$ cat src/space_saving_heavy_hitters_assert.svh
// Assertion macros for the space-saving heavy-hitter block.
// Depends on nothing; included by the top level only.
`ifndef SPACE_SAVING_HEAVY_HITTERS_ASSERT_SVH
`define SPACE_SAVING_HEAVY_HITTERS_ASSERT_SVH

`ifndef ASSERT_OFF

// Same-cycle implication, disabled during reset
`define SSH_ASSERT_IMP(name, clk, rst, ante, cons) \
   name: assert property (@(posedge clk) disable iff (rst) (ante) |-> (cons)) \
      else $error("space_saving_heavy_hitters: assertion failed");

// Next-cycle implication, disabled during reset
`define SSH_ASSERT_NXT(name, clk, rst, ante, cons) \
   name: assert property (@(posedge clk) disable iff (rst) (ante) |=> (cons)) \
      else $error("space_saving_heavy_hitters: assertion failed");

`else

`define SSH_ASSERT_IMP(name, clk, rst, ante, cons)
`define SSH_ASSERT_NXT(name, clk, rst, ante, cons)

`endif

`endif

$ cat src/ssh_pkg.sv
// Shared sizes, types and state codes of the space-saving heavy-hitter block.
// Depends on nothing; used by the channels, the cell, the control and the top.
package ssh_pkg;

   localparam int SLOTS      = 64;
   localparam int KEY_BITS   = 32;
   localparam int COUNT_BITS = 32;
   localparam int SLOT_BITS  = (SLOTS > 1) ? $clog2(SLOTS) : 1;

   typedef logic [KEY_BITS-1:0]   key_type;
   typedef logic [COUNT_BITS-1:0] count_type;
   typedef logic [SLOT_BITS-1:0]  slot_type;

   // Search token that walks the row of cells, one cell a cycle
   typedef struct packed {
      key_type   key;
      logic      hit;
      slot_type  hit_slot;
      count_type hit_count;
      logic      min_set;
      slot_type  min_slot;
      count_type min_count;
      logic      min_valid;
      key_type   min_key;
   } probe_type;

   // Update broadcast to the row; only the addressed cell takes it
   typedef struct packed {
      logic      en;
      slot_type  slot;
      key_type   key;
      count_type count;
   } write_type;

   typedef enum logic [2:0] {
      ST_IDLE   = 3'b001,
      ST_SCAN   = 3'b010,
      ST_COMMIT = 3'b100
   } state_type;

endpackage

$ cat src/ssh_if.sv
// Valid/ready channels of the space-saving heavy-hitter block.
// Depends on ssh_pkg for the payload types.
interface ssh_req_if;
   import ssh_pkg::*;

   logic    valid;
   logic    ready;
   key_type key;

   modport source (output valid, output key, input ready);
   modport sink   (input valid, input key, output ready);
endinterface

interface ssh_rsp_if;
   import ssh_pkg::*;

   logic      valid;
   logic      ready;
   slot_type  slot;
   count_type count_after;
   logic      was_hit;
   logic      evicted_valid;
   key_type   evicted_key;
   count_type evicted_count;

   modport source (output valid, output slot, output count_after, output was_hit,
                   output evicted_valid, output evicted_key, output evicted_count,
                   input ready);
   modport sink   (input valid, input slot, input count_after, input was_hit,
                   input evicted_valid, input evicted_key, input evicted_count,
                   output ready);
endinterface

$ cat src/ssh_ctrl.sv
// Sequencer of the heavy-hitter block: takes a key, times the walk through the
// row of cells, commits the update and holds the result beat. Depends on ssh_pkg, ssh_if.
module ssh_ctrl (
   input  logic               clock,
   input  logic               reset,
   ssh_req_if.sink            req_ch,
   ssh_rsp_if.source          rsp_ch,
   output ssh_pkg::probe_type seed,
   input  ssh_pkg::probe_type tail,
   output ssh_pkg::write_type wr
);
   import ssh_pkg::*;

   function automatic count_type sat_inc(input count_type v);
      return (v == '1) ? v : v + count_type'(1);
   endfunction

   state_type state_ff, state_in;
   slot_type  cnt_ff,   cnt_in;
   key_type   key_ff,   key_in;

   logic      rsp_valid_ff, rsp_valid_in;
   slot_type  rsp_slot_ff;
   count_type rsp_count_ff;
   logic      rsp_hit_ff;
   logic      rsp_ev_valid_ff;
   key_type   rsp_ev_key_ff;
   count_type rsp_ev_count_ff;

   logic      accept;
   logic      fire;
   logic      res_hit;
   slot_type  res_slot;
   count_type res_count;
   logic      res_ev_valid;
   key_type   res_ev_key;
   count_type res_ev_count;

   assign req_ch.ready = (state_ff == ST_IDLE);
   assign accept       = req_ch.valid && req_ch.ready;
   assign fire         = (state_ff == ST_COMMIT) && (!rsp_valid_ff || rsp_ch.ready);

   // Advance the sequencer
   always_comb begin
      state_in = state_ff;
      cnt_in   = cnt_ff;
      key_in   = accept ? req_ch.key : key_ff;
      unique case (state_ff)
         ST_IDLE: begin
            if (accept) begin
               state_in = ST_SCAN;
               cnt_in   = '0;
            end
         end
         ST_SCAN: begin
            cnt_in = cnt_ff + slot_type'(1);
            if (cnt_ff == slot_type'(SLOTS - 1)) begin
               state_in = ST_COMMIT;
            end
         end
         ST_COMMIT: begin
            if (fire) begin
               state_in = ST_IDLE;
            end
         end
         default: begin
            state_in = ST_IDLE;
         end
      endcase
   end

   always_ff @(posedge clock) begin
      if (reset) begin
         state_ff <= ST_IDLE;
         cnt_ff   <= '0;
      end else begin
         state_ff <= state_in;
         cnt_ff   <= cnt_in;
      end
   end

   always_ff @(posedge clock) begin
      key_ff <= key_in;
   end

   // Launch an empty token carrying the held key into the first cell
   always_comb begin
      seed           = '0;
      seed.key       = key_ff;
      seed.hit       = 1'b0;
      seed.min_set   = 1'b0;
   end

   // Resolve the token that left the last cell
   always_comb begin
      res_hit      = tail.hit;
      res_slot     = res_hit ? tail.hit_slot : tail.min_slot;
      res_count    = sat_inc(res_hit ? tail.hit_count : tail.min_count);
      res_ev_valid = !res_hit && tail.min_valid;
      res_ev_key   = res_ev_valid ? tail.min_key : '0;
      res_ev_count = res_hit ? '0 : tail.min_count;
   end

   // Write the chosen slot back in the cycle the result beat is loaded
   always_comb begin
      wr.en    = fire;
      wr.slot  = res_slot;
      wr.key   = key_ff;
      wr.count = res_count;
   end

   // Hold the result beat until the sink takes it
   always_comb begin
      if (fire) begin
         rsp_valid_in = 1'b1;
      end else if (rsp_ch.ready) begin
         rsp_valid_in = 1'b0;
      end else begin
         rsp_valid_in = rsp_valid_ff;
      end
   end

   always_ff @(posedge clock) begin
      if (reset) begin
         rsp_valid_ff <= 1'b0;
      end else begin
         rsp_valid_ff <= rsp_valid_in;
      end
   end

   always_ff @(posedge clock) begin
      if (fire) begin
         rsp_slot_ff     <= res_slot;
         rsp_count_ff    <= res_count;
         rsp_hit_ff      <= res_hit;
         rsp_ev_valid_ff <= res_ev_valid;
         rsp_ev_key_ff   <= res_ev_key;
         rsp_ev_count_ff <= res_ev_count;
      end
   end

   assign rsp_ch.valid         = rsp_valid_ff;
   assign rsp_ch.slot          = rsp_slot_ff;
   assign rsp_ch.count_after   = rsp_count_ff;
   assign rsp_ch.was_hit       = rsp_hit_ff;
   assign rsp_ch.evicted_valid = rsp_ev_valid_ff;
   assign rsp_ch.evicted_key   = rsp_ev_key_ff;
   assign rsp_ch.evicted_count = rsp_ev_count_ff;

endmodule

$ cat src/flat_wrapper.sv
// flat-port wrapper written by rule: the top's interface ports become plain ports
module ssh_ctrl_flat import ssh_pkg::*;
  (clock, reset, seed, tail, wr, req_ch_valid, req_ch_key, req_ch_ready, rsp_ch_valid, rsp_ch_slot, rsp_ch_count_after, rsp_ch_was_hit, rsp_ch_evicted_valid, rsp_ch_evicted_key, rsp_ch_evicted_count, rsp_ch_ready);
  ssh_req_if req_ch_i ();
  ssh_rsp_if rsp_ch_i ();
  input  logic clock;
  input  logic reset;
  output ssh_pkg::probe_type seed;
  input  ssh_pkg::probe_type tail;
  output ssh_pkg::write_type wr;
  input wire logic [$bits(req_ch_i.valid)-1:0] req_ch_valid;
  input wire logic [$bits(req_ch_i.key)-1:0] req_ch_key;
  output wire logic [$bits(req_ch_i.ready)-1:0] req_ch_ready;
  output wire logic [$bits(rsp_ch_i.valid)-1:0] rsp_ch_valid;
  output wire logic [$bits(rsp_ch_i.slot)-1:0] rsp_ch_slot;
  output wire logic [$bits(rsp_ch_i.count_after)-1:0] rsp_ch_count_after;
  output wire logic [$bits(rsp_ch_i.was_hit)-1:0] rsp_ch_was_hit;
  output wire logic [$bits(rsp_ch_i.evicted_valid)-1:0] rsp_ch_evicted_valid;
  output wire logic [$bits(rsp_ch_i.evicted_key)-1:0] rsp_ch_evicted_key;
  output wire logic [$bits(rsp_ch_i.evicted_count)-1:0] rsp_ch_evicted_count;
  input wire logic [$bits(rsp_ch_i.ready)-1:0] rsp_ch_ready;
  assign req_ch_i.valid = req_ch_valid;
  assign req_ch_i.key = req_ch_key;
  assign req_ch_ready = req_ch_i.ready;
  assign rsp_ch_valid = rsp_ch_i.valid;
  assign rsp_ch_slot = rsp_ch_i.slot;
  assign rsp_ch_count_after = rsp_ch_i.count_after;
  assign rsp_ch_was_hit = rsp_ch_i.was_hit;
  assign rsp_ch_evicted_valid = rsp_ch_i.evicted_valid;
  assign rsp_ch_evicted_key = rsp_ch_i.evicted_key;
  assign rsp_ch_evicted_count = rsp_ch_i.evicted_count;
  assign rsp_ch_i.ready = rsp_ch_ready;
  ssh_ctrl u_core (.clock(clock), .reset(reset), .req_ch(req_ch_i), .rsp_ch(rsp_ch_i), .seed(seed), .tail(tail), .wr(wr));
endmodule
$ cat config.mk
export PLATFORM = sky130hd
export DESIGN_NAME = ssh_ctrl_flat
export DESIGN_NICKNAME = d
export VERILOG_FILES = /design/src/space_saving_heavy_hitters_assert.svh /design/src/ssh_pkg.sv /design/src/ssh_if.sv /design/src/ssh_ctrl.sv /design/src/flat_wrapper.sv
export SDC_FILE = /design/constraint.sdc
export NUM_CORES = 1
export LEC_CHECK = 0
export ABC_AREA = 1
export BUFFER_PORTS_ARGS = -buffer_cell sky130_fd_sc_hd__buf_2
export CAP_MARGIN = 20
export CORE_AREA = 2 2 193 195
export CTS_CLUSTER_SIZE = 20
export DETAILED_ROUTE_END_ITERATION = 8
export DIE_AREA = 0 0 195 197
export SLEW_MARGIN = 15
export SYNTH_ARGS = -nofsm -noshare
export SYNTH_HDL_FRONTEND = slang
export SYNTH_SLANG_ARGS = --single-unit
export TNS_END_PERCENT = 20
$ cat constraint.sdc
create_clock -name clock -period 27.6 [get_ports clock]
set_input_delay 8.28 -clock clock [delete_from_list [all_inputs] [get_ports clock]]
set_output_delay 8.28 -clock clock [all_outputs]
set_load 0.005 [all_outputs]
# Yosys cells after proc, flatten, opt, wreduce, memory -nomap -nowiden
# Cells that the tools add are included.
# W data, S select, Z words.
[op_classes] mux=11 eq_ne=8 n_addsub=2 reduce_logical=10
[op_table] op="$mux W32" count=2
[op_table] op="$add A32 B1 Y32 const B" count=1
[op_table] op="$eq A32 B32 Y1 const B" count=1
[op_table] op="$mux W6" count=2
[op_table] op="$pmux W6 S2" count=1
[op_table] op="$mux W3" count=3
[op_table] op="$pmux W3 S3" count=1
[op_table] op="$add A6 B1 Y6 const B" count=1
[op_table] op="$eq A6 B6 Y1 const B" count=1
[op_table] op="$ne A2 B1 Y1 const B" count=2
[op_table] op="$reduce_bool A2 Y1" count=2
[op_table] op="$eq A3 B1 Y1 const B" count=1
[op_table] op="$eq A3 B2 Y1 const B" count=1
[op_table] op="$eq A3 B3 Y1 const B" count=1
[op_table] op="$logic_and A1 B1 Y1" count=3
[op_table] op="$reduce_and A3 Y1" count=1
[op_table] op="$logic_not A1 Y1" count=2
[op_table] op="$mux W1" count=2
[op_table] op="$ne A2 B2 Y1 const B" count=1
[op_table] op="$reduce_and A2 Y1" count=1
[op_table] op="$logic_or A1 B1 Y1" count=1
[word_totals] in_bits=179 register_bits=146 out_inout_bits=320

# Logic depth before layout (Yosys ltp)
[depth] depth_word=5 mapped_depth=14 mapped_depth_nobuf=11

# Least setup slack after synthesis
# Ideal clock, no wire load.
[synth_timing] path_type="in2out" start="input port rsp_ch_ready" end="output port wr[70] in the netlist's numbering" stages=4 slack_ps=5959 arrival_time_ps=13361 path_cell_list="or2_2 -> inv_1 -> nor2_1 -> buf_4"
[synth_via] elab_chain_len=2
[synth_rtl] item="start: declaration" line="flat_wrapper.sv:21" rtl="input wire logic [$bits(rsp_ch_i.ready)-1:0] rsp_ch_ready;"
[synth_rtl] item="$logic_or A1 B1 Y1" line="ssh_ctrl.sv:41" rtl="assign fire = (state_ff == ST_COMMIT) && (!rsp_valid_ff || rsp_ch.ready);"
[synth_rtl] item="$logic_and A1 B1 Y1" line="ssh_ctrl.sv:41"
[synth_rtl] item="end: declaration" line="flat_wrapper.sv:10" rtl="output ssh_pkg::write_type wr;"
# No other way between the ends.

==> flow_summary.ini <==
[cts]
cts_max_level = 4
cts_buffers = 17
cts_sinks = 146
postCtsSetupBuffers = 0
clk_latency_ns = 0.44
ctsResizeCount = 0
root_buffer = clkbuf_16
ctsHoldBuffers = 0
cts_tree = built
path_clk_slew_ns = 0.06
clock_path_buffers = 2

[sta]
min_period_ns = 19.34
finalSetupViolations = 0
finalClockSkew_ns = 0.0142
fin_crit_sh_pct = 70.1
timing.final.ws_setup_ns = 8.26
tightest_slew_ns = 0.904
relSlewSlack_pct = 39.7
rsz0062_at_grt = no
fmax_mhz = 51.7
finalHoldViolCount = 0
final.setup.tns_ns = 0
final_max_slew_viol_count = 0

[route]
drtAntennaViolNets = 0
dr.pass1.iters = 4
drt_iter0_markers = 245
via_per_inst = 3.83
drt_wl_total_um = 28600
drc_errors = 0
dr_total_vias = 6271
wl_per_cell_um = 17.5

[yosys]
synth.distinct_cells = 28
synth_top_area_share_pct = 51.9
syn_area_mm2 = 0.00786
yosys_warnings = 0
synth_seq_area_share_pct = 54.5
ys_top_cells_by_area = edfxtp_1 52%, buf_4 14%, nand2_1 8.4%
yosysTopAreaCell = edfxtp_1
netlist_instances = 826
synth_seq_cells = 146
avgSynthCellArea_um2 = 9.52

[power_and_ir_drop]
vdd_drop_max_uv = 42.0
cellLeakagePower_uw = 0.00485
power_uw = 547
power_density_mw_per_mm2 = 54.7

[grt]
grt.total_usage_pct = 14.4
grt_max_degree = 57
antenna_found_initial = 2
grt_first_pass_wirelength_um = 38900
overflow = 0
grt_pass1_vias = 5850

[floorplanning]
initial_core_util_pct = 21.7
fp.dieW_um = 195
die_y_um = 197
dieArea_mm2 = 0.0384
ios = 499
num_rows = 70
design.core.area_mm2 = 0.0363

[run_status]
status = finished clean

[place]
place_ws_ns = 8.17
place_congestion = 0.880
placed_area_mm2 = 0.00944
portBuffers = 354
hpwl_um = 23400

[worst_hold_path]
hp-class = reg2reg

[layout]
syn2layout_area_growth_pct = 27.3
postLayoutCellArea_mm2 = 0.0100
drive_above_1_share_pct = 39.7
nNetsFinal = 1335

[worst_setup_path]
critPathArrivalTime_ns = 11.06
path_max_fanout = 36
crit_required_ns = 19.32
critPathKind = in2out
end_kind = primary output
cp-start-kind = primary input

[flow_run]
maxCapViolations = 0
[sequential cells by signal (all words and copies together) (netlist names)]
signal / cells
u_core.cnt_ff: 6
u_core.key_ff: 32
u_core.rsp_ch.count_after: 32
u_core.rsp_ch.evicted_count: 32
u_core.rsp_ch.evicted_key: 32
u_core.rsp_ch.evicted_valid: 1
u_core.rsp_ch.slot: 6
u_core.rsp_ch.valid: 1
u_core.rsp_ch.was_hit: 1
u_core.state_ff: 3
[area by class of cell]
class / count / area (um^2)
inverters: 102 / 390
multi-input cells: 529 / 2380
clock inverters: 14 / 123
clock buffers: 18 / 439
flip-flops and latches: 146 / 4280
repair buffers: 358 / 1800
diodes: 1 / 2.50
well taps: 468 / 586
fillers: 3922 / 26300
[report_power, final]
group	internal [uW]	switching [uW]	total (uW)
clock network	120	106	226
logic	24.4	45.7	70.0
registers	249	2.53	251
[cells by family (layout without fill, tap and decap cells)]
family | after synthesis | count (layout) | share of synthesized area, %
and+or+nand+nor | 390 | 390 | 22.7
adders and majority gates | 2 | 2 | 0.318
xor gates and xnor gates | 2 | 2 | 0.223
buffers and inverters | 261 | 492 | 20.6
other | 1 | 112 | 0.0477
DFF | 146 | 146 | 54.5
AOI/OAI and AO/OA | 24 | 24 | 1.64
[stage by stage]
stage / utilization, % / hold WS (ns) / instances
floorplan: - / 0.440 / 936
global placement: 26.0 / 0.453 / 1603
detailed placement: 26.0 / 0.461 / 1603
CTS: 27.6 / 0.470 / 1635
global route: 27.6 / 0.512 / 1635
finish: 27.6 / 0.465 / 1636
[placed cells by master (no fill, tap or decap), drive strengths merged, types with 2 or more instances in the layout]
cell      instances
buf             358
nand2           222
edfxtp          136
conb            111
inv             108
nor2            100
nand3            62
clkbuf           18
o21ai            13
dfxtp            10
a21oi             9
clkinvlp          6
nand4             3
or2               2
xor2              2
a211oi            2
ha                2
clkinv            2
[routing by layer]
| metal | track usage [%] | wire length, um | vias to the layer above |
|---|---|---|---|
| li1 | - | - | 3029 |
| met1 | 14.3 | 10300 | 2885 |
| met2 | 28.5 | 15700 | 330 |
| met3 | 3.95 | 2080 | 25 |
| met4 | 4.95 | 558 | 2 |
| met5 | 0 | 13 | - |
[cells in the mapped netlist, drive strengths merged]
| master | count |
|---|---|
| a211oi | 2 |
| conb | 1 |
| dfxtp | 10 |
| nand4 | 3 |
| nand2 | 222 |
| or2 | 2 |
| ha | 2 |
| xor2 | 2 |
| inv | 102 |
| clkbuf | 4 |
| nor3 | 1 |
| nor2 | 100 |
| buf | 155 |
| a21oi | 9 |
| nand3 | 62 |
| edfxtp | 136 |
| o21ai | 13 |
[path summary, 6_finish.rpt]
kind                      startpoint                           end  depth (start not counted)  slack (ns)
setup / recovery           tail[110]                        wr[27]                         12        8.26
hold / removal      u_core.cnt_ff[3]              u_core.cnt_ff[3]                          2        0.47
setup reg to reg  u_core.state_ff[1]  u_core.rsp_ch.count_after[3]                          5       24.97
hold reg to reg     u_core.cnt_ff[3]              u_core.cnt_ff[3]                          2        0.47
[worst max-delay path, stage by stage]
cell and delay, ns:
buf_2 0.24, inv_8 0.31, nand2_1 0.14, nand2_2 0.15, ha_1 0.28, inv_1 0.11, nor2_4 0.24, nand2_2 0.15
nor2_4 0.17, nand2_2 0.42, nand3_1 0.37, buf_2 0.16
(Power assumes the default switching activity.)
