[src/space_saving_heavy_hitters_assert.svh]
// Assertion macros for the space-saving heavy-hitter block.
// Depends on nothing; included by the top level only.
`ifndef SPACE_SAVING_HEAVY_HITTERS_ASSERT_SVH
`define SPACE_SAVING_HEAVY_HITTERS_ASSERT_SVH

`ifndef ASSERT_OFF

// Same-cycle implication, disabled during reset
`define SSH_ASSERT_IMP(name, clk, rst, ante, cons) \
   name: assert property (@(posedge clk) disable iff (rst) (ante) |-> (cons)) \
      else $error("space_saving_heavy_hitters: assertion failed");

// Next-cycle implication, disabled during reset
`define SSH_ASSERT_NXT(name, clk, rst, ante, cons) \
   name: assert property (@(posedge clk) disable iff (rst) (ante) |=> (cons)) \
      else $error("space_saving_heavy_hitters: assertion failed");

`else

`define SSH_ASSERT_IMP(name, clk, rst, ante, cons)
`define SSH_ASSERT_NXT(name, clk, rst, ante, cons)

`endif

`endif

[src/ssh_pkg.sv]
// Shared sizes, types and state codes of the space-saving heavy-hitter block.
// Depends on nothing; used by the channels, the cell, the control and the top.
package ssh_pkg;

   localparam int SLOTS      = 64;
   localparam int KEY_BITS   = 32;
   localparam int COUNT_BITS = 32;
   localparam int SLOT_BITS  = (SLOTS > 1) ? $clog2(SLOTS) : 1;

   typedef logic [KEY_BITS-1:0]   key_type;
   typedef logic [COUNT_BITS-1:0] count_type;
   typedef logic [SLOT_BITS-1:0]  slot_type;

   // Search token that walks the row of cells, one cell a cycle
   typedef struct packed {
      key_type   key;
      logic      hit;
      slot_type  hit_slot;
      count_type hit_count;
      logic      min_set;
      slot_type  min_slot;
      count_type min_count;
      logic      min_valid;
      key_type   min_key;
   } probe_type;

   // Update broadcast to the row; only the addressed cell takes it
   typedef struct packed {
      logic      en;
      slot_type  slot;
      key_type   key;
      count_type count;
   } write_type;

   typedef enum logic [2:0] {
      ST_IDLE   = 3'b001,
      ST_SCAN   = 3'b010,
      ST_COMMIT = 3'b100
   } state_type;

endpackage

[src/ssh_cell.sv]
// One table slot: key, count and valid bit, plus one stage of the search row.
// Depends on ssh_pkg.
module ssh_cell (
   input  logic               clock,
   input  logic               reset,
   input  ssh_pkg::slot_type  index,
   input  ssh_pkg::probe_type probe_prev,
   input  ssh_pkg::write_type wr,
   output ssh_pkg::probe_type probe_next
);
   import ssh_pkg::*;

   key_type   key_ff,   key_in;
   count_type count_ff, count_in;
   logic      valid_ff, valid_in;
   probe_type probe_ff, probe_in;

   logic      take;

   // Take the update when it addresses this slot
   always_comb begin
      take     = wr.en && (wr.slot == index);
      key_in   = take ? wr.key : key_ff;
      count_in = take ? wr.count : count_ff;
      valid_in = take ? 1'b1 : valid_ff;
   end

   always_ff @(posedge clock) begin
      if (reset) begin
         count_ff <= '0;
         valid_ff <= 1'b0;
      end else begin
         count_ff <= count_in;
         valid_ff <= valid_in;
      end
   end

   // Key store has no reset value; it is read only behind the valid bit
   always_ff @(posedge clock) begin
      key_ff <= key_in;
   end

   // Fold this slot into the token: first match wins, strict minimum keeps the lower slot
   always_comb begin
      probe_in = probe_prev;
      if (valid_ff && !probe_prev.hit && (key_ff == probe_prev.key)) begin
         probe_in.hit       = 1'b1;
         probe_in.hit_slot  = index;
         probe_in.hit_count = count_ff;
      end
      if (!probe_prev.min_set || (count_ff < probe_prev.min_count)) begin
         probe_in.min_set   = 1'b1;
         probe_in.min_slot  = index;
         probe_in.min_count = count_ff;
         probe_in.min_valid = valid_ff;
         probe_in.min_key   = key_ff;
      end
   end

   // Hand the token to the next cell
   always_ff @(posedge clock) begin
      probe_ff <= probe_in;
   end

   assign probe_next = probe_ff;

endmodule

[config.mk]
export PLATFORM = sky130hd
export DESIGN_NAME = ssh_cell
export DESIGN_NICKNAME = d
export VERILOG_FILES = /design/src/space_saving_heavy_hitters_assert.svh /design/src/ssh_pkg.sv /design/src/ssh_cell.sv
export SDC_FILE = /design/constraint.sdc
export NUM_CORES = 1
export LEC_CHECK = 0
export ABC_AREA = 1
export BUFFER_PORTS_ARGS = -buffer_cell sky130_fd_sc_hd__buf_2
export CAP_MARGIN = 40
export CORE_MARGIN = 2
export CORE_UTILIZATION = 35
export CTS_CLUSTER_SIZE = 16
export DETAILED_ROUTE_END_ITERATION = 8
export PLACE_DENSITY = 0.74
export RECOVER_POWER = 25
export SYNTH_ARGS = -nofsm -noshare
export SYNTH_HDL_FRONTEND = slang
export SYNTH_SLANG_ARGS = --single-unit
[constraint.sdc]
create_clock -name clock -period 2.2 [get_ports clock]
set_input_delay 0.22 -clock clock [delete_from_list [all_inputs] [get_ports clock]]
set_output_delay 0.22 -clock clock [all_outputs]
set_load 0.005 [all_outputs]
Word level (Yosys, flattened, before mapping)
Index checks and enable logic that the tools add are counted.

Register bits after elaboration: 208. Logic and storage cells: 23. Input port bits: 222. Output and inout port bits: 143.

Reductions and logical operators: 6. Eq/ne operators: 2. Mux-type cells: 2. Order comparisons: 1.

Operators by type and width (number): $mux 71 (1); $mux 38 (1); $eq 32x32->1 (1); $lt 32x32->1 (1); $eq 6x6->1 (1); $logic_and 1x1->1 (3); $logic_not 1->1 (2); $logic_or 1x1->1 (1).

Longest topological paths before layout
Gate-level depths: netlist of run 1.

Word-level depth: 4. Mapped depth: 16. Gate-level depth less buffers: 15.

Least setup slack after synthesis of run 1
OpenSTA, ideal clock, no wires.

Kind: input -> register. Start point: in wr[69] (netlist name). End point: reg key_ff[0], enable pin. Setup slack: 451 ps. Stages: 7. Required time: 1823 ps. Arrival: 1372 ps. Path buffers: 1. Library setup time: 377 ps. Cells stage by stage: inv_1 > nand2_1 > nand2_1 > nor4_1 > nand2_1 > inv_2 > buf_2.

Longest elaborated chain between the ends: 2.

RTL lines: start, declared (RTL line ssh_cell.sv:8) `input ssh_pkg::write_type wr,`; $eq 6x6->1 (RTL line ssh_cell.sv:22) `take = wr.en && (wr.slot == index);`; $logic_and 1x1->1 (RTL line ssh_cell.sv:22); via take (RTL line ssh_cell.sv:18) `logic take;`; end signal, assigned (RTL line ssh_cell.sv:40) `key_ff <= key_in;`; end, declared (RTL line ssh_cell.sv:13) `key_type key_ff, key_in;`.

The timed path passes the listed nets, and every way through them passes these cells. A chain may end at the register's enable or synchronous reset.

==> out/metrics.yaml, run 1 <==
outcome:
  outcome: "completed"
synthesis:
  synth_xor_area_share_pct: 1.884
  synthAdderAreaFrac_pct: 4.907
  yosysSeqAreaShare_pct: 56.73
  yosys.cell_types.count: 31
  yosys.area_share.simple_pct: 26.10
  yosys_warnings: 0
  synthCells: 916
  synth_top_family_by_area: "simple AND/OR/NAND/NOR gates"
  synth_area_um2: 7905
  synthFlopType: "dfxtp_1"
  synth-edff-count: 32
  synth_nets: 1169
  async_flop_share_pct: 0
  postSynthAreaPerCell_um2: 8.630
  synth_compound_area_share_pct: 4.479
  synth-seq-cells: 208
  synthMuxAreaShare_pct: 0
global_routing:
  grt_pass1_wl_um: 47950
  grt_max_degree: 44
  antenna_found_initial: 1
  grt_pass1_vias: 9177
  track_usage_pct: 25.50
  overflow: 0
cells_and_area:
  final_cell_mix: "328 x nand2_1, 320 x buf_2, 210 x dlygate4sd3_1"
  final_util_pct: 59.66
  instances_no_fill: 1791
  drive_gt1_share_pct: 26.44
  n_fill_cell: 1781
  layout_commonest_cell: "nand2_1"
  fin_nets: 1745
  final_cell_area_um2: 13140
  synthToLayoutAreaGrowth_pct: 66.24
sta:
  drv_slew: 0
  timing.setup.tns_ns: 0
  slew_headroom_pct: 49.02
  hold_viol_final: 0
  worst_pin_slew_ns: 0.7647
  clock_skew_ns: 0.01850
  period_needed_ns: 2.079
  setup_violations: 0
  fmax_ghz: 0.4811
  period_share_pct: 94.49
setup_path:
  crit_chain: "dlygate4sd3_1, clkbuf_1, xnor2_1, nand2_1, nor3_1, nand4_1, nor2_4, nand3_2, buf_4, nand2_1, nand2_1"
  critPathMaxFanout: 28
  cp.required_ns: 2.59
  slowest_delay_ns: 0.55
  cpMaxStageDelayCell: "dlygate4sd3_1"
  cp-end-kind: "flop"
  reg2regPathDepth: 9
  crit_type: "in2reg"
  cpMostUsedCell: "nand2_1"
  r2r_slack_ns: 0.13
  worst_setup_path_start_kind: "primary input"
  worstPathArrival_ns: 2.46
placement:
  port_buffers: 364
  dpl_cell_area_um2: 10110
  gp_congestion: 0.8807
  hpwl_um: 19830
  dp_cells: 1533
route:
  drc: 0
  vias: 9006
  drt_iter0_drc: 673
  totalWireLength_um: 32580
  dr.pass1.iters: 6
  wire_per_inst_um: 18.19
  avgViaCountPerCell: 5.028
  drtAntennaViolNets: 0
pwr:
  total_power_mw: 9.032
  switching_share_pct: 22.53
  combPwrFrac_pct: 10.2
  seqPwrFrac_pct: 44.4
  p_clk_share_pct: 45.4
  vdd_drop_max_mv: 0.6162
  p_leak_nw: 6.443
  switchingPower_mw: 2.035
  p_int_mw: 6.997
  p_per_area_nw_per_um2: 687.3
min_path:
  whs_path_depth: 3
  hold_class: "in2reg"
floorplanning:
  fp.dieArea_um2: 23800
  die_w_um: 154.3
  core_um2: 22030
  num_rows: 54
  fp.dieH_um: 154.3
  ios: 365
  start_util_pct: 35.89
clock_tree:
  clkSlewWorstSetupHoldPaths_ns: 0.06
  clock_latency_ns: 0.52
  clockBufferDepth: 3
  cts_sinks: 208
  cts_setup_buffers: 0
  tritoncts: "yes"
  cts.htree.levels: 1
  cts_buffers: 23
  cts-root-buf: "clkbuf_16"
flow_run:
  drv_cap: 0
[per-stage QoR]
stage | worst slack [ns] | hold WS [ns]
floorplan | 0.4509 | 0.2477
CTS | 0.06757 | 0.001829
detailed placement | 0.1050 | 0.3427
finish | 0.1213 | 0.02707
global route | -0.004238 | 0.02130
global placement | 0.1221 | 0.3458
[logic make-up after synthesis]
kind of cell	count (synthesis)
other	1
AOI/OAI and AO/OA	65
xor gates and xnor gates	17
and+or+nand+nor	483
buffers and inverters	111
adders and majority gates	31
DFF	208
[layout make-up]
class                   instances  area (µm²)  share of cell area (%)
diodes                          2       5.005                 0.03808
clock inverters                13       185.2                   1.409
clock buffers                  29       628.1                   4.780
multi-input cells             597        3027                   23.03
well taps                     280       350.3                   2.666
inverters                      63       236.5                   1.799
flip-flops and latches        208        4484                   34.12
repair buffers                599        4225                   32.15
[repair_timing]
action	in CTS	in global routing
resized for setup	0	14
hold endpoints to repair	206	0
hold buffers	210	0
endpoints found under the setup margin	0	71
[layer usage]
metal	routed length [µm]	part of all wire (%)	track usage [%]
met1	11940	37	28.30
met5	0	0	0
met2	16090	49	45.36
met3	2555	7.8	4.987
met4	1995	6.1	15.21
[Yosys cell counts, types with 2 or more instances]
master / n / area share [%]
nand2_1: 331 / 16
dfxtp_1: 176 / 45
nand3_1: 75 / 4.7
inv_1: 60 / 2.8
a21oi_1: 48 / 3.0
nand4_1: 44 / 3.5
edfxtp_1: 32 / 12
ha_1: 31 / 4.9
buf_2: 25 / 1.6
clkbuf_1: 19 / 0.90
nor2_1: 14 / 0.66
xor2_1: 9 / 1.0
or2_1: 8 / 0.63
xnor2_1: 8 / 0.89
nor3_1: 6 / 0.38
o21ai_0: 5 / 0.32
o22ai_1: 4 / 0.32
inv_2: 3 / 0.14
a211oi_1: 2 / 0.19
a22o_1: 2 / 0.22
buf_4: 2 / 0.19
nand2_2: 2 / 0.16
o21a_1: 2 / 0.19
[critical path, delay by kind of cell]
kind,cells,cell delay [ns]
AND/OR/NAND/NOR,7,1.08
buffers and inverters,3,0.96
XOR/XNOR,1,0.18
[state kept, by name, summed over array words and instances (netlist names)]
| name | count |
|---|---|
| valid_ff | 1 |
| count_ff | 32 |
| key_ff | 32 |
| probe_next | 143 |
[worst paths after layout]
| path | startpoint | to |
|---|---|---|
| min | index[0] | probe_next[65] |
| min reg2reg | valid_ff | probe_next[32] |
| max reg2reg | key_ff[6] | probe_next[105] |
| max | probe_prev[117] | probe_next[105] |
[power groups by stage]
stage / combinational, mW / clock [mW] / sequential (mW)
detailed placement: 0.587 / 0 / 4.08
CTS: 0.888 / 4.17 / 4.00
global route: 0.986 / 4.34 / 4.01
global placement: 0.578 / 0 / 4.08
floorplan: 0.182 / 0 / 4.10
finish: 0.924 / 4.10 / 4.01
No activity file was read; power rests on OpenSTA's default activity.
==> inputs of run 2 (changes only) <==
- MAX_ROUTING_LAYER: not set -> met4
==> run 2 against run 1 <==
  * Combinational power is 1% lower
  * First-iteration DRC count is 12% higher
  * Die area stayed put
  * Sequential cell count stayed put
  * Core utilization is 0.39 points lower
  * Count of clock-buffer cells in the layout is 10 higher
  * Register-to-register slack hardly changed
  * Via count is 0.69% lower
  * Power is 1.9% lower
  * Critical path depth stayed put
==> out/metrics.yaml, run 2 (same netlist as run 1, synthesis figures left out) <==
floorplanning:
  fp.dieH_um: 154.3
  num_rows: 54
  core_um2: 22030
  die_w_um: 154.3
  fp.dieArea_um2: 23800
  ios: 365
  start_util_pct: 35.89
outcome:
  outcome: "completed"
global_routing:
  overflow: 0
  grt_pass1_vias: 9100
  antenna_found_initial: 2
  grt_pass1_wl_um: 48340
  grt_max_degree: 52
  track_usage_pct: 26.53
cells_and_area:
  final_cell_area_um2: 13060
  largest_reg_flops: 143
  final_util_pct: 59.28
  final_cell_mix: "331 x nand2_1, 318 x buf_2, 211 x dlygate4sd3_1"
  drive_gt1_share_pct: 25.66
  n_fill_cell: 1695
  instances_no_fill: 1794
  layout_commonest_cell: "nand2_1"
  fin_nets: 1748
  synthToLayoutAreaGrowth_pct: 65.16
placement:
  dpl_cell_area_um2: 10090
  dp_cells: 1534
  dpl_worst_slack_ns: 0.008598
  gp_congestion: 0.9007
  hpwl_um: 19740
  port_buffers: 364
min_path:
  hold_class: "in2reg"
  whs_path_depth: 3
sta:
  worst_pin_slew_ns: 0.7124
  fmax_ghz: 0.4793
  slew_headroom_pct: 52.51
  layout_setup_ws_ns: 0.1135
  clock_skew_ns: 0.01415
  setup_violations: 0
  period_needed_ns: 2.086
  drv_slew: 0
  hold_viol_final: 0
  period_share_pct: 94.84
route:
  drc: 0
  drt_iter0_drc: 755
  dr.pass1.iters: 5
  avgViaCountPerCell: 4.986
  totalWireLength_um: 32450
  wire_per_inst_um: 18.09
  drtAntennaViolNets: 0
  vias: 8944
clock_tree:
  cts_sinks: 208
  cts-root-buf: "clkbuf_16"
  cts_buffers: 24
  tritoncts: "yes"
  clock_latency_ns: 0.52
  clockBufferDepth: 3
  cts.htree.levels: 1
  clkSlewWorstSetupHoldPaths_ns: 0.06
setup_path:
  r2r_slack_ns: 0.12
  rr_startpoint: "key_ff[6]"
  reg2regPathDepth: 9
  cpMostUsedCell: "nand2_1"
  regToRegEndpoint: "probe_next[101]"
  cpMaxStageDelayCell: "dlygate4sd3_1"
  worstPathArrival_ns: 2.48
  crit_type: "in2reg"
  cp-end-kind: "flop"
  critPathMaxFanout: 28
  crit_chain: "dlygate4sd3_1, clkbuf_1, xnor2_1, nand2_1, nor3_1, nand4_1, nor2_4, nand3_2, buf_4, nand2_1, nand2_1"
  slowest_delay_ns: 0.56
  worst_setup_path_start_kind: "primary input"
  critPathCapture: "probe_next[101]"
  startpoint: "probe_prev[117]"
  cp.required_ns: 2.59
pwr:
  p_per_area_nw_per_um2: 678.3
  p_leak_nw: 6.408
  vdd_drop_max_mv: 0.4647
flow_run:
  drv_cap: 0
run 2: changes by cell type in the layout (fill, tap and decap cells not counted), sizes merged:
cell	previous run	this run
clkbuf	76	87
clkinv	6	2
bufinv	4	1
clkinvlp	1	0
dlygate4sd3	210	211
inv	65	64
run 2: critical path: cells and delay by family:
family,cells,cell delay (ns)
AND/OR/NAND/NOR,7,1.07
buffers and inverters,3,0.96
XOR/XNOR,1,0.20
run 2: through the flow:
stage | setup TNS [ns] | hold WS (ns) | power [mW]
after global placement | 0 | 0.3449 | 4.660
after detailed placement | 0 | 0.3435 | 4.670
after floorplan | 0 | 0.2477 | 4.280
final | 0 | 0.05384 | 8.856
after CTS | 0 | 0.02669 | 8.870
after global routing | -0.001490 | 0.02283 | 9.139
run 2: final cells by class:
type                            instances  area, µm²  share of cell area [%]
Inverter                               63      236.5                   1.811
Multi-Input combinational cell        597       3015                   23.10
Clock inverter                          4      46.29                  0.3546
Clock buffer                           39      729.5                   5.587
Tap cell                              280      350.3                   2.683
Sequential cell                       208       4484                   34.35
Timing Repair Buffer                  601       4189                   32.08
Antenna cell                            2      5.005                 0.03833
run 2: how the worst min path moves through the flow:
stage / startpoint / to
finish: index[0] / probe_next[65]
global route: index[0] / probe_next[65]
CTS: index[0] / probe_next[65]
detailed placement: probe_prev[134] / probe_next[134]
global placement: probe_prev[134] / probe_next[134]
floorplan: probe_prev[111] / probe_next[111]
run 2: power by group:
group / switching (mW) / internal (mW) / total, mW
combinational: 0.398 / 0.518 / 0.915
clock: 1.56 / 2.37 / 3.93
sequential: 0.0383 / 3.97 / 4.01
run 2: per-layer routing:
metal	global-route usage, %	part of all wire [%]	up-vias
met2	46.49	50	554
met5	-	0	-
met3	4.147	7.5	156
li1	-	-	4146
met4	14.64	6.0	0
met1	28.89	37	4088
run 2: repair_timing:
action	in CTS	in global routing
buffers inserted	0	2
hold buffers	211	0
gates resized for setup	0	14
hold endpoints to repair	206	0
setup endpoints to repair	0	86
==> inputs of run 3 (changes only) <==
- ABC_AREA: 1 -> 0
- CORE_AREA: not set -> 2 2 143 145
- CORE_MARGIN: 2 -> not set
- CORE_UTILIZATION: 35 -> not set
- DIE_AREA: not set -> 0 0 145 147
- PLACE_DENSITY: 0.74 -> 0.79
==> run 3 against run 2 <==
  * Sequential cell count unchanged
  * Critical endpoint is now probe_next[8]
  * The flow now finishes with violations (negative setup slack)
  * Final cell count down 17%
  * Count of clock-buffer cells in the layout down 10
  * Sequential power about the same
  * First-iteration DRC count down 71%
  * Largest cell class unchanged
  * Maximum frequency down 17%
  * Worst setup slack worse by 0.42 ns
  * Power down 2.3%
  * Die area down 10%
  * Largest power group unchanged
  * Hold slack worse by 0.028 ns
==> out/metrics.yaml, run 3 <==
synthesis:
  synthMuxAreaShare_pct: 20.62
  synthFlopType: "dfxtp_1"
  async_flop_share_pct: 0
  synth_compound_area_share_pct: 2.201
  postSynthAreaPerCell_um2: 13.26
  synth_top_cells_by_count: "176 x dfxtp_1, 102 x mux2_2, 39 x nor2_1, 34 x xnor2_1"
  netlist.area_leader.share_pct: 46.95
  yosysSeqAreaShare_pct: 59.75
  synth-edff-count: 32
  yosys.area_share.simple_pct: 4.518
  synthMostInstantiatedCell: "dfxtp_1"
  synth_xor_area_share_pct: 4.435
  yosys_warnings: 0
  synthCells: 566
  synth_area_um2: 7505
  synth_top_family_by_area: "multiplexers"
  yosys.cell_types.count: 35
  synth-seq-cells: 208
  synth_top_cell_by_area: "dfxtp_1"
  synth_nets: 819
  synth_area_leaders: "dfxtp_1 47%, mux2_2 15%, edfxtp_1 13%, ha_1 5.2%, mux2i_1 4.3%"
  synthAdderAreaFrac_pct: 5.168
floorplanning:
  fp.dieH_um: 147
  start_util_pct: 37.82
  core_um2: 19840
  ios: 365
  fp.dieArea_um2: 21320
  die_w_um: 145
  num_rows: 52
placement:
  port_buffers: 364
  dpl_worst_slack_ns: -0.4612
  gp_congestion: 0.8461
  hpwl_um: 16560
pwr:
  vdd_drop_max_mv: 0.5818
  total_power_mw: 8.653
  p_per_area_nw_per_um2: 665.8
  switchingPower_mw: 1.927
  switching_share_pct: 22.27
  p_leak_nw: 6.089
  seqPwrFrac_pct: 46.2
  p_clk_share_pct: 43.7
  p_int_mw: 6.726
  combPwrFrac_pct: 10.1
sta:
  drv_slew: 0
  clock_skew_ns: 0.01198
  period_share_pct: 113.9
  holdWs_ns: 0.02581
  worst_pin_slew_ns: 0.7764
  setup_violations: 71
  timing.setup.tns_ns: -19.65
  layout_setup_ws_ns: -0.3050
  fmax_ghz: 0.3992
  hold_viol_final: 0
  slew_headroom_pct: 48.24
  rsz0062_at_grt: "true"
  period_needed_ns: 2.505
setup_path:
  cp_num_buf_inv: 2
  cpLargestDelayFamily: "compound AO/OA/AOI/OAI gates"
  cp.required_ns: 2.59
  critPathMaxFanout: 11
  cpMostUsedCell: "a211o_1"
  slowest_delay_ns: 0.34
  worstPathArrival_ns: 2.89
  crit_type: "reg2reg"
  cp-end-kind: "flop"
  crit_chain: "ha_4, a211o_1, a31oi_1, o221ai_1, a211o_1, a211oi_4, buf_6, clkbuf_16, mux2_1"
  worst_setup_path_start_kind: "flop"
  cpMaxStageDelayCell: "dfxtp_2"
clock_tree:
  tritoncts: "yes"
  cts-root-buf: "clkbuf_16"
  clockBufferDepth: 3
  cts.htree.levels: 1
  clkSlewWorstSetupHoldPaths_ns: 0.06
  cts_sinks: 208
  cts_buffers: 23
  clock_latency_ns: 0.51
route:
  vias: 6990
  totalWireLength_um: 29110
  drt_iter0_drc: 221
  drc: 0
  drtAntennaViolNets: 0
  dr.pass1.iters: 4
  wire_per_inst_um: 19.59
  avgViaCountPerCell: 4.704
cells_and_area:
  n_fill_cell: 1384
  layout_commonest_cell: "buf_2"
  synthToLayoutAreaGrowth_pct: 73.17
  largest_reg_flops: 143
  final_cell_mix: "321 x buf_2, 209 x dlygate4sd3_1, 174 x dfxtp_1"
  drive_gt1_share_pct: 43.03
  fin_nets: 1451
outcome:
  violations: "negative setup slack"
  outcome: "finished with violations"
global_routing:
  globalRouteMet2Util_pct: 47.48
  top_usage_layer: "met2"
  track_usage_pct: 25.89
  grt_pass1_vias: 7707
  grt_max_degree: 66
  antenna_found_initial: 3
  grtUsageMet3_pct: 5.839
  overflow: 0
  grt_pass1_wl_um: 41880
  grtUsageMet1_pct: 25.71
flow_run:
  drv_cap: 0
min_path:
  hold_class: "in2reg"
run 3: cell types whose count changed after synthesis, sizes merged, moves of 25 or more:
cell   change
inv       -32
nand3     -70
mux2     +109
nand4     -33
nor2      +25
xnor2     +26
nand2    -325
a21oi     -37
mux2i     +32
run 3: power groups by stage:
stage / registers (mW) / clock network (mW) / logic, mW
after CTS: 3.99 / 3.79 / 0.837
after detailed placement: 4.07 / 0 / 0.541
after floorplan: 4.08 / 0 / 0.157
final: 4.00 / 3.78 / 0.875
after global routing: 4.00 / 3.99 / 0.931
after global placement: 4.07 / 0 / 0.532
run 3: path summary, 6_finish.rpt:
| kind | from | endpoint | slack, ns | cells after the start |
|---|---|---|---|---|
| max | count_ff[2] | probe_next[8] | -0.30 | 9 |
| min | probe_prev[109] | probe_next[109] | 0.03 | 2 |
| min reg2reg | key_ff[29] | probe_next[29] | 0.53 | 1 |
| max reg2reg | count_ff[2] | probe_next[8] | -0.30 | 9 |
run 3: through the flow:
stage | util (%) | instances | instance area (µm²)
after global placement | 50.38 | 1229 | 9998
after global routing | 65.49 | 1486 | 13000
after floorplan | - | 566 | 7545
after CTS | 64.70 | 1478 | 12840
after detailed placement | 50.38 | 1229 | 9998
final | 65.49 | 1486 | 13000
run 3: layout make-up:
type / instances / area, µm² / area share [%]
Sequential cell: 208 / 4487 / 34.52
Tap cell: 270 / 337.8 / 2.599
Clock inverter: 11 / 112.6 / 0.8665
Timing Repair Buffer: 626 / 4389 / 33.77
Inverter: 31 / 116.4 / 0.8954
Multi-Input combinational cell: 308 / 2928 / 22.53
Antenna cell: 3 / 7.507 / 0.05776
Clock buffer: 29 / 618.1 / 4.756
run 3: layer usage:
metal	part of all wire [%]	up-vias	wire length [µm]
met4	4.5	0	1307
met1	35	3352	10290
li1	-	3225	-
met3	6.5	83	1899
met2	54	330	15610
met5	0	-	0
run 3: what timing repair did:
action	4_1_cts	5_1_grt
setup endpoints to repair	71	109
cloned	0	4
resized for setup	6	20
setup buffers	1	0
hold buffers	208	1
endpoints found under the hold margin	202	1
run 3: cells by family (layout without fill, tap and decap cells):
logic type      after synthesis  in the layout
buf+inv                      50            697
simple gates                 73             73
flops                       208            208
compound gates               24             24
fa+ha+maj                    31             31
other cells                   1              4
xor+xnor                     38             38
mux                         141            141
